### src/csru_pkg.sv
// Shared types, widths, codes and helpers for the cardinality sketch register update block.
// No dependencies; every other file uses this package by scoped names.
`default_nettype none
package csru_pkg;

    // Field widths of the input and result beats.
    localparam int ACTION_W = 2;
    localparam int HASH_W   = 64;
    localparam int RIDX_W   = 14;
    localparam int RVAL_W   = 6;
    localparam int OCC_W    = 13;
    localparam int ZERO_W   = 15;
    localparam int HSUM_W   = 63;
    localparam int KEY_W    = 63;
    localparam int RANK_W   = 6;
    localparam int SHAMT_W  = 6;

    // Configuration register widths and reset values.
    localparam int PREC_W  = 4;
    localparam int FINE_W  = 6;
    localparam int LIMIT_W = 12;
    localparam int APB_AW  = 4;
    localparam int APB_DW  = 32;

    localparam logic [PREC_W-1:0]  PREC_RST  = 4'd14;
    localparam logic [FINE_W-1:0]  FINE_RST  = 6'd25;
    localparam logic [LIMIT_W-1:0] LIMIT_RST = 12'd3072;
    localparam logic               START_RST = 1'b1;

    // Register indexes (byte address 4*i).
    localparam logic [1:0] REG_PRECISION = 2'd0;
    localparam logic [1:0] REG_FINE      = 2'd1;
    localparam logic [1:0] REG_LIMIT     = 2'd2;
    localparam logic [1:0] REG_START     = 2'd3;

    // Action codes.
    localparam logic [ACTION_W-1:0] ACT_INSERT = 2'd0;
    localparam logic [ACTION_W-1:0] ACT_MERGE  = 2'd1;
    localparam logic [ACTION_W-1:0] ACT_QUERY  = 2'd2;
    localparam logic [ACTION_W-1:0] ACT_CLEAR  = 2'd3;

    // Datapath commands.
    typedef logic [4:0] op_t;
    localparam op_t OP_NOP        = 5'd0;
    localparam op_t OP_CLR_START  = 5'd1;
    localparam op_t OP_CLR        = 5'd2;
    localparam op_t OP_CAPTURE    = 5'd3;
    localparam op_t OP_PREP_INS   = 5'd4;
    localparam op_t OP_RANK       = 5'd5;
    localparam op_t OP_SP_RD      = 5'd6;
    localparam op_t OP_SP_UPD     = 5'd7;
    localparam op_t OP_PTR_INC    = 5'd8;
    localparam op_t OP_APPEND     = 5'd9;
    localparam op_t OP_PTR_CLR    = 5'd10;
    localparam op_t OP_PR_PREP    = 5'd11;
    localparam op_t OP_PR_END     = 5'd12;
    localparam op_t OP_LOAD_MERGE = 5'd13;
    localparam op_t OP_DN_RD      = 5'd14;
    localparam op_t OP_DN_WR      = 5'd15;
    localparam op_t OP_RESULT     = 5'd16;

    typedef struct packed {
        op_t op;
    } cmd_t;

    typedef struct packed {
        logic [ACTION_W-1:0] action;
        logic                sparse;
        logic                key_match;
        logic                scan_last;
        logic                used_zero;
        logic                over_limit;
        logic                in_range;
        logic                clr_last;
    } status_t;

    typedef struct packed {
        logic [PREC_W-1:0]  precision;
        logic [FINE_W-1:0]  fine;
        logic [LIMIT_W-1:0] limit;
        logic               start_sparse;
    } cfg_t;

    // Position of the highest set bit plus one; zero for a zero word.
    function automatic logic [6:0] bit_len(input logic [63:0] v);
        logic [6:0] n;
        n = 7'd0;
        for (int i = 0; i < 64; i++) begin
            if (v[i]) begin
                n = 7'(i + 1);
            end
        end
        return n;
    endfunction

endpackage
`default_nettype wire

### src/csru_ctrl.sv
// Sequencer for the sketch: walks each action through the datapath one command per cycle.
// Depends on csru_pkg (cmd_t, status_t, op and action codes).
`default_nettype none
module csru_ctrl (
    input  wire logic              aclk,
    input  wire logic              aresetn,
    input  wire logic              cfg_wr,
    input  wire logic              s_valid,
    output logic                   s_ready,
    output logic                   m_valid,
    input  wire logic              m_ready,
    input  wire csru_pkg::status_t status_i,
    output csru_pkg::cmd_t         cmd_o
);

    localparam logic [4:0] S_IDLE      = 5'd0;
    localparam logic [4:0] S_DISPATCH  = 5'd1;
    localparam logic [4:0] S_RANK      = 5'd2;
    localparam logic [4:0] S_MERGE     = 5'd3;
    localparam logic [4:0] S_DN_RD     = 5'd4;
    localparam logic [4:0] S_DN_WR     = 5'd5;
    localparam logic [4:0] S_PR_START  = 5'd6;
    localparam logic [4:0] S_PR_RD     = 5'd7;
    localparam logic [4:0] S_PR_PREP   = 5'd8;
    localparam logic [4:0] S_PR_END    = 5'd9;
    localparam logic [4:0] S_SP_RD     = 5'd10;
    localparam logic [4:0] S_SP_CMP    = 5'd11;
    localparam logic [4:0] S_SP_APPEND = 5'd12;
    localparam logic [4:0] S_LIMIT     = 5'd13;
    localparam logic [4:0] S_CLR_START = 5'd14;
    localparam logic [4:0] S_CLEAR     = 5'd15;
    localparam logic [4:0] S_DONE      = 5'd16;

    logic [4:0] state_reg, state_next;
    logic       pend_reg, pend_next;
    logic       prom_reg, prom_next;
    logic       mvalid_reg, mvalid_next;
    logic       out_free;

    assign out_free = !mvalid_reg || m_ready;
    assign s_ready  = (state_reg == S_IDLE) && !cfg_wr;
    assign m_valid  = mvalid_reg;

    always_comb begin
        state_next  = state_reg;
        pend_next   = pend_reg;
        prom_next   = prom_reg;
        mvalid_next = mvalid_reg && !m_ready;
        cmd_o.op    = csru_pkg::OP_NOP;
        unique case (state_reg)
            S_IDLE: begin
                if (s_valid && s_ready) begin
                    cmd_o.op   = csru_pkg::OP_CAPTURE;
                    state_next = S_DISPATCH;
                end
            end
            S_DISPATCH: begin
                unique case (status_i.action)
                    csru_pkg::ACT_INSERT: begin
                        cmd_o.op   = csru_pkg::OP_PREP_INS;
                        prom_next  = 1'b0;
                        state_next = S_RANK;
                    end
                    csru_pkg::ACT_MERGE: begin
                        state_next = status_i.sparse ? S_PR_START : S_MERGE;
                    end
                    csru_pkg::ACT_QUERY: begin
                        state_next = S_DONE;
                    end
                    default: begin
                        pend_next  = 1'b1;
                        state_next = S_CLR_START;
                    end
                endcase
            end
            S_RANK: begin
                cmd_o.op = csru_pkg::OP_RANK;
                if (prom_reg || !status_i.sparse) begin
                    state_next = S_DN_RD;
                end else begin
                    state_next = status_i.used_zero ? S_SP_APPEND : S_SP_RD;
                end
            end
            S_MERGE: begin
                if (status_i.in_range) begin
                    cmd_o.op   = csru_pkg::OP_LOAD_MERGE;
                    state_next = S_DN_RD;
                end else begin
                    state_next = S_DONE;
                end
            end
            S_DN_RD: begin
                cmd_o.op   = csru_pkg::OP_DN_RD;
                state_next = S_DN_WR;
            end
            S_DN_WR: begin
                cmd_o.op = csru_pkg::OP_DN_WR;
                if (prom_reg) begin
                    state_next = status_i.scan_last ? S_PR_END : S_PR_RD;
                end else begin
                    state_next = S_DONE;
                end
            end
            S_PR_START: begin
                cmd_o.op   = csru_pkg::OP_PTR_CLR;
                prom_next  = 1'b1;
                state_next = status_i.used_zero ? S_PR_END : S_PR_RD;
            end
            S_PR_RD: begin
                cmd_o.op   = csru_pkg::OP_SP_RD;
                state_next = S_PR_PREP;
            end
            S_PR_PREP: begin
                cmd_o.op   = csru_pkg::OP_PR_PREP;
                state_next = S_RANK;
            end
            S_PR_END: begin
                cmd_o.op   = csru_pkg::OP_PR_END;
                prom_next  = 1'b0;
                state_next = (status_i.action == csru_pkg::ACT_MERGE) ? S_MERGE : S_DONE;
            end
            S_SP_RD: begin
                cmd_o.op   = csru_pkg::OP_SP_RD;
                state_next = S_SP_CMP;
            end
            S_SP_CMP: begin
                if (status_i.key_match) begin
                    cmd_o.op   = csru_pkg::OP_SP_UPD;
                    state_next = S_DONE;
                end else if (status_i.scan_last) begin
                    state_next = S_SP_APPEND;
                end else begin
                    cmd_o.op   = csru_pkg::OP_PTR_INC;
                    state_next = S_SP_RD;
                end
            end
            S_SP_APPEND: begin
                cmd_o.op   = csru_pkg::OP_APPEND;
                state_next = S_LIMIT;
            end
            S_LIMIT: begin
                state_next = status_i.over_limit ? S_PR_START : S_DONE;
            end
            S_CLR_START: begin
                cmd_o.op   = csru_pkg::OP_CLR_START;
                state_next = S_CLEAR;
            end
            S_CLEAR: begin
                cmd_o.op = csru_pkg::OP_CLR;
                if (status_i.clr_last) begin
                    state_next = pend_reg ? S_DONE : S_IDLE;
                    pend_next  = 1'b0;
                end
            end
            S_DONE: begin
                if (out_free) begin
                    cmd_o.op    = csru_pkg::OP_RESULT;
                    mvalid_next = 1'b1;
                    state_next  = S_IDLE;
                end
            end
            default: begin
                state_next = S_CLR_START;
            end
        endcase
        // A register write reinitializes the sketch: restart the sweep.
        if (cfg_wr) begin
            cmd_o.op   = csru_pkg::OP_NOP;
            pend_next  = 1'b0;
            prom_next  = 1'b0;
            state_next = S_CLR_START;
        end
    end

    always_ff @(posedge aclk) begin
        if (!aresetn) begin
            state_reg  <= S_CLR_START;
            pend_reg   <= 1'b0;
            prom_reg   <= 1'b0;
            mvalid_reg <= 1'b0;
        end else begin
            state_reg  <= state_next;
            pend_reg   <= pend_next;
            prom_reg   <= prom_next;
            mvalid_reg <= mvalid_next;
        end
    end

endmodule
`default_nettype wire

### config.mk
export PLATFORM = sky130hd
export DESIGN_NAME = csru_ctrl
export DESIGN_NICKNAME = d
export VERILOG_FILES = /design/src/csru_pkg.sv /design/src/csru_ctrl.sv
export SDC_FILE = /design/constraint.sdc
export NUM_CORES = 1
export LEC_CHECK = 0
export BUFFER_PORTS_ARGS = -buffer_cell sky130_fd_sc_hd__buf_2
export CORE_MARGIN = 2
export CORE_UTILIZATION = 35
export CTS_BUF_LIST = sky130_fd_sc_hd__clkbuf_8
export CTS_CLUSTER_SIZE = 16
export DETAILED_ROUTE_END_ITERATION = 8
export GPL_ROUTABILITY_DRIVEN = 0
export GPL_TIMING_DRIVEN = 0
export MAX_ROUTING_LAYER = met4
export PLACE_DENSITY = 0.61
export SYNTH_ARGS = -nofsm -noshare
export SYNTH_HDL_FRONTEND = slang
export SYNTH_SLANG_ARGS = --single-unit
### constraint.sdc
create_clock -name aclk -period 1.45 [get_ports aclk]
set_input_delay 0.0725 -clock aclk [delete_from_list [all_inputs] [get_ports aclk]]
set_output_delay 0.0725 -clock aclk [all_outputs]
set_load 0.01 [all_outputs]
==> run metrics, run 1 <==
I/O pin total 21; Tcrit/Tclk final 121%; GRT met2 Usage 37.2%; first-pass GRT wire length 5800 microns; slowest cell delay on critical path 0.37 ns; DRC viols 0; share of cells above drive strength 1 50.0%; IO buf count 19; Core Footprint 2760 sq um; Critical Path Slowest Stage Cell or3b_1; post-synthesis xor/xnor area fraction 0%; Synth area leaders dfxtp_1 (16%), a21oi_1 (5.9%), nand2b_1 (4.3%), nor2b_1 (4.3%), nor4b_1 (3.5%); vias 1328; status finished with violations; final-report max-slew violation count 0; Placement Setup Slack -0.321 ns; simple-gate portion of the synthesized area 42.3%; post-route setup slack -0.310 ns; Die H 57.8 microns; n_diodes 0; H-tree levels 1; die width 57.8 microns; failing checks setup timing; grt ovf 0; Setup Skew 0.00795 ns; Tightest Pin Transition 0.482 ns; CP Capture Type output pin; largest net degree at the start of global routing 11; Area Overhead vs Synth 54.6%; DR WL/cell 20.0 microns; Sink Count 8; M3 GR Usage 3.79%; Max-Cap Viols 0; #FFs+latches synth 8; commonest cells after routing, fill and taps aside buf_2 (21), buf_4 (10), a21oi_2 (7); final setup violation count 12; post-DR vias/cell 6.54; WHS 0.116 ns; RSZ-0062 raised after global routing true; Hold Fails Final Rpt 0; max reg flops 5; # rows 19; Num CTS Buffers 3; initial DRC count 111; Finished Layout Cells 203; CP Launch Type flop; GRT Max-Usage Layer met2; Syn Nets 151; syn avg cell area 7.41 sq um; die area 3350 sq um; synth unique cells 54; aggregate global-route resource usage 23.0%; Async S/R FF share, synth 0%; Max Clk Rate 568 MHz; WL final 4070 microns; P_leak 0.601 nW; Cell Pwr Density 582 nW/um^2; crit-path cells buf_6 > buf_6 > or3b_1 > a21oi_2 > o21ai_2 > a21oi_2 > buf_2; Initial Util 36.8%; peak supply drop 0.404 mV; hpwl dp 2480 microns; Pre-antenna DRT Iters 5; initial antenna violation count 0; Hold Path Class input port to flop; top_reg_cell synth dfxtp_1; YS warnings 0; Reg clk slew, reported paths 0.05 ns; Crit Path Max Fanout 10; commonest non-fill, non-tap cell in the layout buf_2; Mapped Area 1010 sq um; Cells after Synth 137; largest family of logic cells by synthesized area simple AND/OR/NAND/NOR gates; Placed Cells 187; post-synthesis mux area share 1.11%; data required time of the worst path 1.38 ns; largest area contributor in the netlist dfxtp_1; Compound-Gate Fraction of Synth Area 31.6%; Clk Latency, worst-skew pair 0.24 ns; max_slew headroom 67.6%; adder-cell share of the synthesized area 0%; Post-Route Utilization 56.9%; clk buf depth 2; post-layout min period 1.76 ns; EDFF count, synth 0; CTS Hold Buffers Added 0; Worst Path Arrival 1.69 ns; share of the synthesized area in the top cell type 15.8%; Antenna Violating Nets Remaining 0; Overall Power 0.000913 W; met1 usage 28.5%; Nets 188; Root Driver clkbuf_8; critical path class flop to output pin; Seq/Total Area, Yosys 15.8%; CTS tree done; number of global-route vias before repair 1188
layout make-up:
class / count / area [sq um]
repair buffers: 32 / 215
plain buffers: 12 / 138
flip-flops and latches: 8 / 170
inverters: 5 / 25.0
clock buffers: 3 / 41.3
multi-input cells: 112 / 941
fillers: 234 / 1190
well taps: 31 / 38.8
cell families (layout without fill, tap and decap cells):
kind of cell / Yosys count / count (layout)
compound gates: 46 / 46
buf+inv: 17 / 52
flops: 8 / 8
mux: 1 / 1
simple gates: 65 / 65
final timing paths:
path / from / to / slack, ns / depth (start not counted)
setup reg to reg: state_reg[3] / state_reg[1] / -0.27 / 5
hold / removal: aresetn / m_valid / 0.12 / 2
hold reg to reg: pend_reg / pend_reg / 0.51 / 2
setup / recovery: state_reg[1] / cmd_o[0] / -0.31 / 7
where the power goes:
| group | switching, W | total [W] | internal (W) |
|---|---|---|---|
| sequential | 0.0000111 | 0.000239 | 0.000228 |
| combinational | 0.000207 | 0.000389 | 0.000182 |
| clock | 0.000103 | 0.000284 | 0.000181 |
critical path: cells and delay by family, from the launching register on:
family                 cells  cell delay (ns)
buffers and inverters      3             0.41
AND/OR/NAND/NOR            1             0.37
AO/OA/AOI/OAI              3             0.35
flip-flops                 1             0.32
cell usage after synthesis, drive strengths merged, types with 2 or more instances:
library cell,number
nor3b,2
or3,4
nand4,4
nor2b,7
o21ai,10
nand2,6
or3b,3
a31oi,3
nand3b,4
buf,11
nor2,6
nand2b,7
o211ai,2
a21oi,12
nand3,5
nor3,6
inv,5
nor4b,5
dfxtp,8
per-layer routing:
| layer | part of all wire, % | vias to the layer above |
|---|---|---|
| met1 | 40 | 641 |
| met2 | 50 | 70 |
| li1 | - | 606 |
| met5 | 0 | - |
| met3 | 8.4 | 11 |
| met4 | 1.8 | 0 |
what timing repair did:
action                     4_1_cts  5_1_grt
cloned                           0        1
buffers inserted                 7        7
setup endpoints to repair       12       14
pin swaps                       10        7
gates resized for setup         33       29
per-stage QoR:
step	instance area [sq um]	TNS, ns
floorplan	1020	-0.0557
global placement	1160	-2.39
detailed placement	1160	-2.26
CTS	1360	-2.51
global route	1570	-3.20
finish	1570	-2.67
(Power assumes the default switching activity.)
==> run 2: changes to the inputs <==
--- a/config.mk
+++ b/config.mk
@@ -13,7 +13,6 @@
 export DETAILED_ROUTE_END_ITERATION = 8
 export GPL_ROUTABILITY_DRIVEN = 0
 export GPL_TIMING_DRIVEN = 0
-export MAX_ROUTING_LAYER = met4
 export PLACE_DENSITY = 0.61
 export SYNTH_ARGS = -nofsm -noshare
 export SYNTH_HDL_FRONTEND = slang
==> run metrics, run 2 (synthesis gave the netlist of run 1 again) <==
Sink Count 8 (unchanged); final-report max-slew violation count 0 (unchanged); Clk Latency, worst-skew pair 0.24 ns (about the same); Die H 57.8 microns (unchanged); Area Overhead vs Synth 54.6% (unchanged); post-DR vias/cell 6.62 (was 6.54); Overall Power 0.000913 W (about the same); RSZ-0062 raised after global routing true (unchanged); vias 1344 (was 1328); die area 3350 sq um (unchanged); max_slew headroom 67.5% (was 67.6%); commonest cells after routing, fill and taps aside buf_2 (21), buf_4 (10), a21oi_2 (7) (unchanged); CP Capture Type output pin (unchanged); Post-Route Utilization 56.9% (unchanged); Hold Fails Final Rpt 0 (unchanged); critical path class flop to output pin (unchanged); Hold Path Class input port to flop (unchanged); DR WL/cell 20.0 microns (about the same); final instance area 1570 sq um (unchanged); placed inst area 1160 sq um (unchanged); aggregate global-route resource usage 22.1% (was 23.0%); DRC viols 0 (unchanged); Initial Util 36.8% (unchanged); final setup violation count 12 (unchanged); Antenna Violating Nets Remaining 0 (unchanged); share of cells above drive strength 1 50.0% (unchanged); P_leak 0.601 nW (unchanged); worst r2r path cells 5 (unchanged); # rows 19 (unchanged); post-layout min period 1.77 ns (was 1.76 ns); I/O pin total 21 (unchanged); Reg clk slew, reported paths 0.05 ns (about the same); initial DRC count 116 (was 111); IO buf count 19 (unchanged); number of fill cells in the layout 234 (unchanged); die width 57.8 microns (unchanged); Cell Pwr Density 582 nW/um^2 (about the same); Num CTS Buffers 3 (unchanged); largest net degree at the start of global routing 11 (unchanged); status finished with violations (unchanged); peak supply drop 0.400 mV (was 0.404 mV); Max Clk Rate 565 MHz (was 568 MHz); Nets 188 (unchanged); post-route setup slack -0.319 ns (was -0.310 ns); n_diodes 0 (unchanged); CTS tree done (unchanged); Tightest Pin Transition 0.484 ns (was 0.482 ns); Placed Cells 187 (unchanged); TNS Setup -2.73 ns (was -2.67 ns); number of global-route vias before repair 1192 (was 1188); initial antenna violation count 0 (unchanged); H-tree levels 1 (unchanged); Finished Layout Cells 203 (unchanged); commonest non-fill, non-tap cell in the layout buf_2 (unchanged); max reg flops 5 (unchanged); WL final 4060 microns (was 4070 microns); Worst Path Arrival 1.70 ns (was 1.69 ns); Max-Cap Viols 0 (unchanged); Tcrit/Tclk final 122% (was 121%); Crit Path Max Fanout 8 (was 10); Core Footprint 2760 sq um (unchanged); first-pass GRT wire length 5770 microns (was 5800 microns); Setup Skew 0.00884 ns (was 0.00795 ns); Root Driver clkbuf_8 (unchanged); grt ovf 0 (unchanged); clk buf depth 2 (unchanged); data required time of the worst path 1.38 ns (about the same); hpwl dp 2480 microns (unchanged); failing checks setup timing (unchanged); CP Launch Type flop (unchanged); Pre-antenna DRT Iters 4 (was 5); hold path depth 2 (unchanged)
[run 2: cell counts in the layout (fill, tap and decap cells not counted)]
No cell type changed its count.
[run 2: path summary, 6_finish.rpt]
path	end	from	slack [ns]
worst min-delay path	m_valid	aresetn	0.11
worst max-delay path	cmd_o[1]	state_reg[1]	-0.32
worst min register to register	pend_reg	pend_reg	0.50
worst max register to register	state_reg[1]	state_reg[3]	-0.28
[run 2: what timing repair did]
item	4_1_cts	5_1_grt
cloned	0	1
pin swaps	10	7
endpoints found under the setup margin	12	14
hold endpoints to repair	0	0
setup buffers	7	7
hold buffers	0	0
resized for setup	33	29
[run 2: worst max-delay path: stages (launching register included)]
cell and delay, ns:
dfxtp_2 0.32, buf_6 0.14, or3_4 0.39, or3_4 0.35, a21oi_2 0.13, buf_2 0.14
[run 2: stage by stage]
step / hold slack [ns] / setup WS [ns]
floorplan: 0.195 / -0.0295
global placement: 0.348 / -0.330
detailed placement: 0.340 / -0.321
CTS: 0.0973 / -0.298
global route: 0.132 / -0.364
finish: 0.114 / -0.319
[run 2: area by class of cell]
class                           count  area (sq um)  area share, %
Sequential cell                     8           170           10.8
Inverter                            5          25.0           1.59
Multi-Input combinational cell    112           941           60.0
Buffer                             12           138           8.77
Clock buffer                        3          41.3           2.63
Tap cell                           31          38.8           2.47
Timing Repair Buffer               32           215           13.7
[run 2: power breakdown]
group          switching [W]  leakage [nW]  internal (W)  total (W)
registers          0.0000110        0.0647      0.000228   0.000239
clock network       0.000103        0.0216      0.000181   0.000285
logic               0.000207         0.515      0.000182   0.000389
total               0.000322         0.601      0.000592   0.000913
[run 2: metal layers]
layer | share of wire, % | up-vias | GRT usage (%)
li1 | - | 604 | -
met3 | 10 | 12 | 3.13
met5 | 0 | - | 0
met2 | 50 | 102 | 37.0
met4 | 1.9 | 0 | 8.97
met1 | 38 | 626 | 28.5
==> run 3: changes to the inputs <==
--- a/config.mk
+++ b/config.mk
@@ -7,13 +7,14 @@
 export LEC_CHECK = 0
 export BUFFER_PORTS_ARGS = -buffer_cell sky130_fd_sc_hd__buf_2
 export CORE_MARGIN = 2
-export CORE_UTILIZATION = 35
+export CORE_UTILIZATION = 51
 export CTS_BUF_LIST = sky130_fd_sc_hd__clkbuf_8
 export CTS_CLUSTER_SIZE = 16
 export DETAILED_ROUTE_END_ITERATION = 8
 export GPL_ROUTABILITY_DRIVEN = 0
 export GPL_TIMING_DRIVEN = 0
-export PLACE_DENSITY = 0.61
+export PLACE_DENSITY = 0.82
 export SYNTH_ARGS = -nofsm -noshare
 export SYNTH_HDL_FRONTEND = slang
 export SYNTH_SLANG_ARGS = --single-unit
+export TNS_END_PERCENT = 20
==> run metrics, run 3 (synthesis gave the netlist of run 1 again) <==
DR WL/cell 22.9 microns (was 20.0 microns); Root Driver clkbuf_8 (unchanged); initial antenna violation count 0 (unchanged); first-pass GRT wire length 6270 microns (was 5770 microns); post-layout min period 1.84 ns (was 1.77 ns); hold path depth 2 (unchanged); status finished with violations (unchanged); Max Clk Rate 543 MHz (was 565 MHz); clock network fraction of total power 31.9% (was 31.2%); Sink Count 8 (unchanged); Max-Cap Viols 0 (unchanged); largest net degree at the start of global routing 11 (unchanged); Num CTS Buffers 3 (unchanged); # rows 16 (was 19); number of fill cells in the layout 107 (was 234); worst r2r path cells 6 (was 5); IO buf count 19 (unchanged); WL final 4670 microns (was 4060 microns); RSZ-0062 raised after global routing true (unchanged); CP Capture Type output pin (unchanged); peak supply drop 0.766 mV (was 0.400 mV); grt ovf 0 (unchanged); Register Area 168 sq um (was 170 sq um); Hold Fails Final Rpt 0 (unchanged); commonest non-fill, non-tap cell in the layout buf_2 (unchanged); Logic pwr share 43.5% (was 42.6%); Crit Path Max Fanout 8 (unchanged); Tightest Pin Transition 0.436 ns (was 0.484 ns); Post-Route Utilization 82.7% (was 56.9%); Nets 193 (was 188); critical path class flop to output pin (unchanged); P_sw 0.000365 W (was 0.000322 W); CTS tree done (unchanged); Tcrit/Tclk final 127% (was 122%); CP Launch Type flop (unchanged); max reg flops 5 (unchanged); die area 2360 sq um (was 3350 sq um); Setup Skew 0.0225 ns (was 0.00884 ns); data required time of the worst path 1.38 ns (about the same); Sequential Power Share 24.7% (was 26.2%); CP startpoint state_reg[1] (unchanged); number of global-route vias before repair 1266 (was 1192); I/O pin total 21 (unchanged); DRC viols 0 (unchanged); Antenna Violating Nets Remaining 0 (unchanged); Reg clk slew, reported paths 0.06 ns (was 0.05 ns); final-report max-slew violation count 0 (unchanged); P_leak 0.602 nW (was 0.601 nW); post-route setup slack -0.391 ns (was -0.319 ns); final setup violation count 12 (unchanged); share of cells above drive strength 1 50.3% (was 50.0%); Cell Pwr Density 612 nW/um^2 (was 582 nW/um^2); Core Footprint 1920 sq um (was 2760 sq um); most numerous cell on the critical path or3_4 (unchanged); failing checks setup timing (unchanged); sw frac 37.6% (was 35.2%); aggregate global-route resource usage 34.3% (was 22.1%); FF-to-FF Start state_reg[1] (was state_reg[3]); internal power 0.000607 W (was 0.000592 W); n_diodes 0 (unchanged); crit-path cells buf_6 > or3_4 > or3_4 > a21oi_2 > buf_2 (unchanged); max_slew headroom 70.7% (was 67.5%); TNS Setup -3.48 ns (was -2.73 ns); CTS Hold Buffers Added 0 (unchanged); commonest cells after routing, fill and taps aside buf_2 (22), buf_4 (15), a21oi_1 (7) (was buf_2 (21), buf_4 (10), a21oi_2 (7)); Initial Util 52.8% (was 36.8%); min-delay src aresetn (unchanged); vias 1482 (was 1344); hpwl dp 2370 microns (was 2480 microns); clk buf depth 2 (unchanged); die width 48.6 microns (was 57.8 microns); post-DR vias/cell 7.26 (was 6.62); Die H 48.6 microns (was 57.8 microns); Multi-input gate area 925 sq um (was 941 sq um); Clk Latency, worst-skew pair 0.26 ns (was 0.24 ns); Worst Path Arrival 1.77 ns (was 1.70 ns); slowest cell delay on critical path 0.37 ns (was 0.39 ns); Pre-antenna DRT Iters 5 (was 4); H-tree levels 1 (unchanged); Area Overhead vs Synth 56.7% (was 54.6%); Hold Path Class input port to flop (unchanged); initial DRC count 150 (was 116); Critical Path Slowest Stage Cell or3_4 (unchanged)
-- run 3: timing repair --
| action | CTS | global route |
|---|---|---|
| buffers inserted | 6 | 10 |
| gates resized for setup | 36 | 26 |
| setup endpoints to repair | 12 | 13 |
| gates cloned | 0 | 2 |
| pin swaps | 11 | 10 |
-- run 3: layout make-up --
class,instances,area share [%]
Sequential cell,8,10.5
Timing Repair Buffer,37,16.2
Clock buffer,3,2.60
Inverter,5,1.65
Tap cell,27,2.12
Multi-Input combinational cell,112,58.1
Buffer,12,8.73
-- run 3: metrics by stage --
step	worst slack [ns]	std cells	cell area, sq um	hold WS [ns]	power [W]
6_report	-0.391	204	1590	0.0846	0.000973
2_1_floorplan	-0.0298	137	1010	0.195	0.000420
5_1_grt	-0.424	204	1590	0.102	0.000997
4_1_cts	-0.304	192	1380	0.108	0.000835
3_3_place_gp	-0.229	183	1140	0.348	0.000490
3_5_place_dp	-0.289	183	1140	0.366	0.000496
-- run 3: worst paths after layout --
| path | slack (ns) | to |
|---|---|---|
| worst min register to register | 0.48 | pend_reg |
| worst max-delay path | -0.39 | cmd_o[1] |
| worst min-delay path | 0.08 | m_valid |
| worst max register to register | -0.39 | state_reg[2] |
-- run 3: metal layers --
metal,track usage [%],part of all wire [%],up-vias
met5,0,0,-
met4,19.5,7.0,0
met3,6.79,13,42
met2,53.2,44,164
met1,44.2,36,663
li1,-,-,613
-- run 3: power by group through the flow --
stage                     combinational [W]  sequential (W)  clock, W
after global placement             0.000251        0.000239         0
after CTS                          0.000312        0.000238  0.000285
after global routing               0.000440        0.000241  0.000316
final                              0.000423        0.000240  0.000310
after detailed placement           0.000256        0.000240         0
after floorplan                    0.000181        0.000238         0
-- run 3: worst max-delay path, delay by kind of cell, from the launching register on --
kind                   cells  cell delay [ns]
and+or+nand+nor            2             0.73
DFF                        1             0.33
AOI/OAI and AO/OA          1             0.15
buffers and inverters      2             0.29
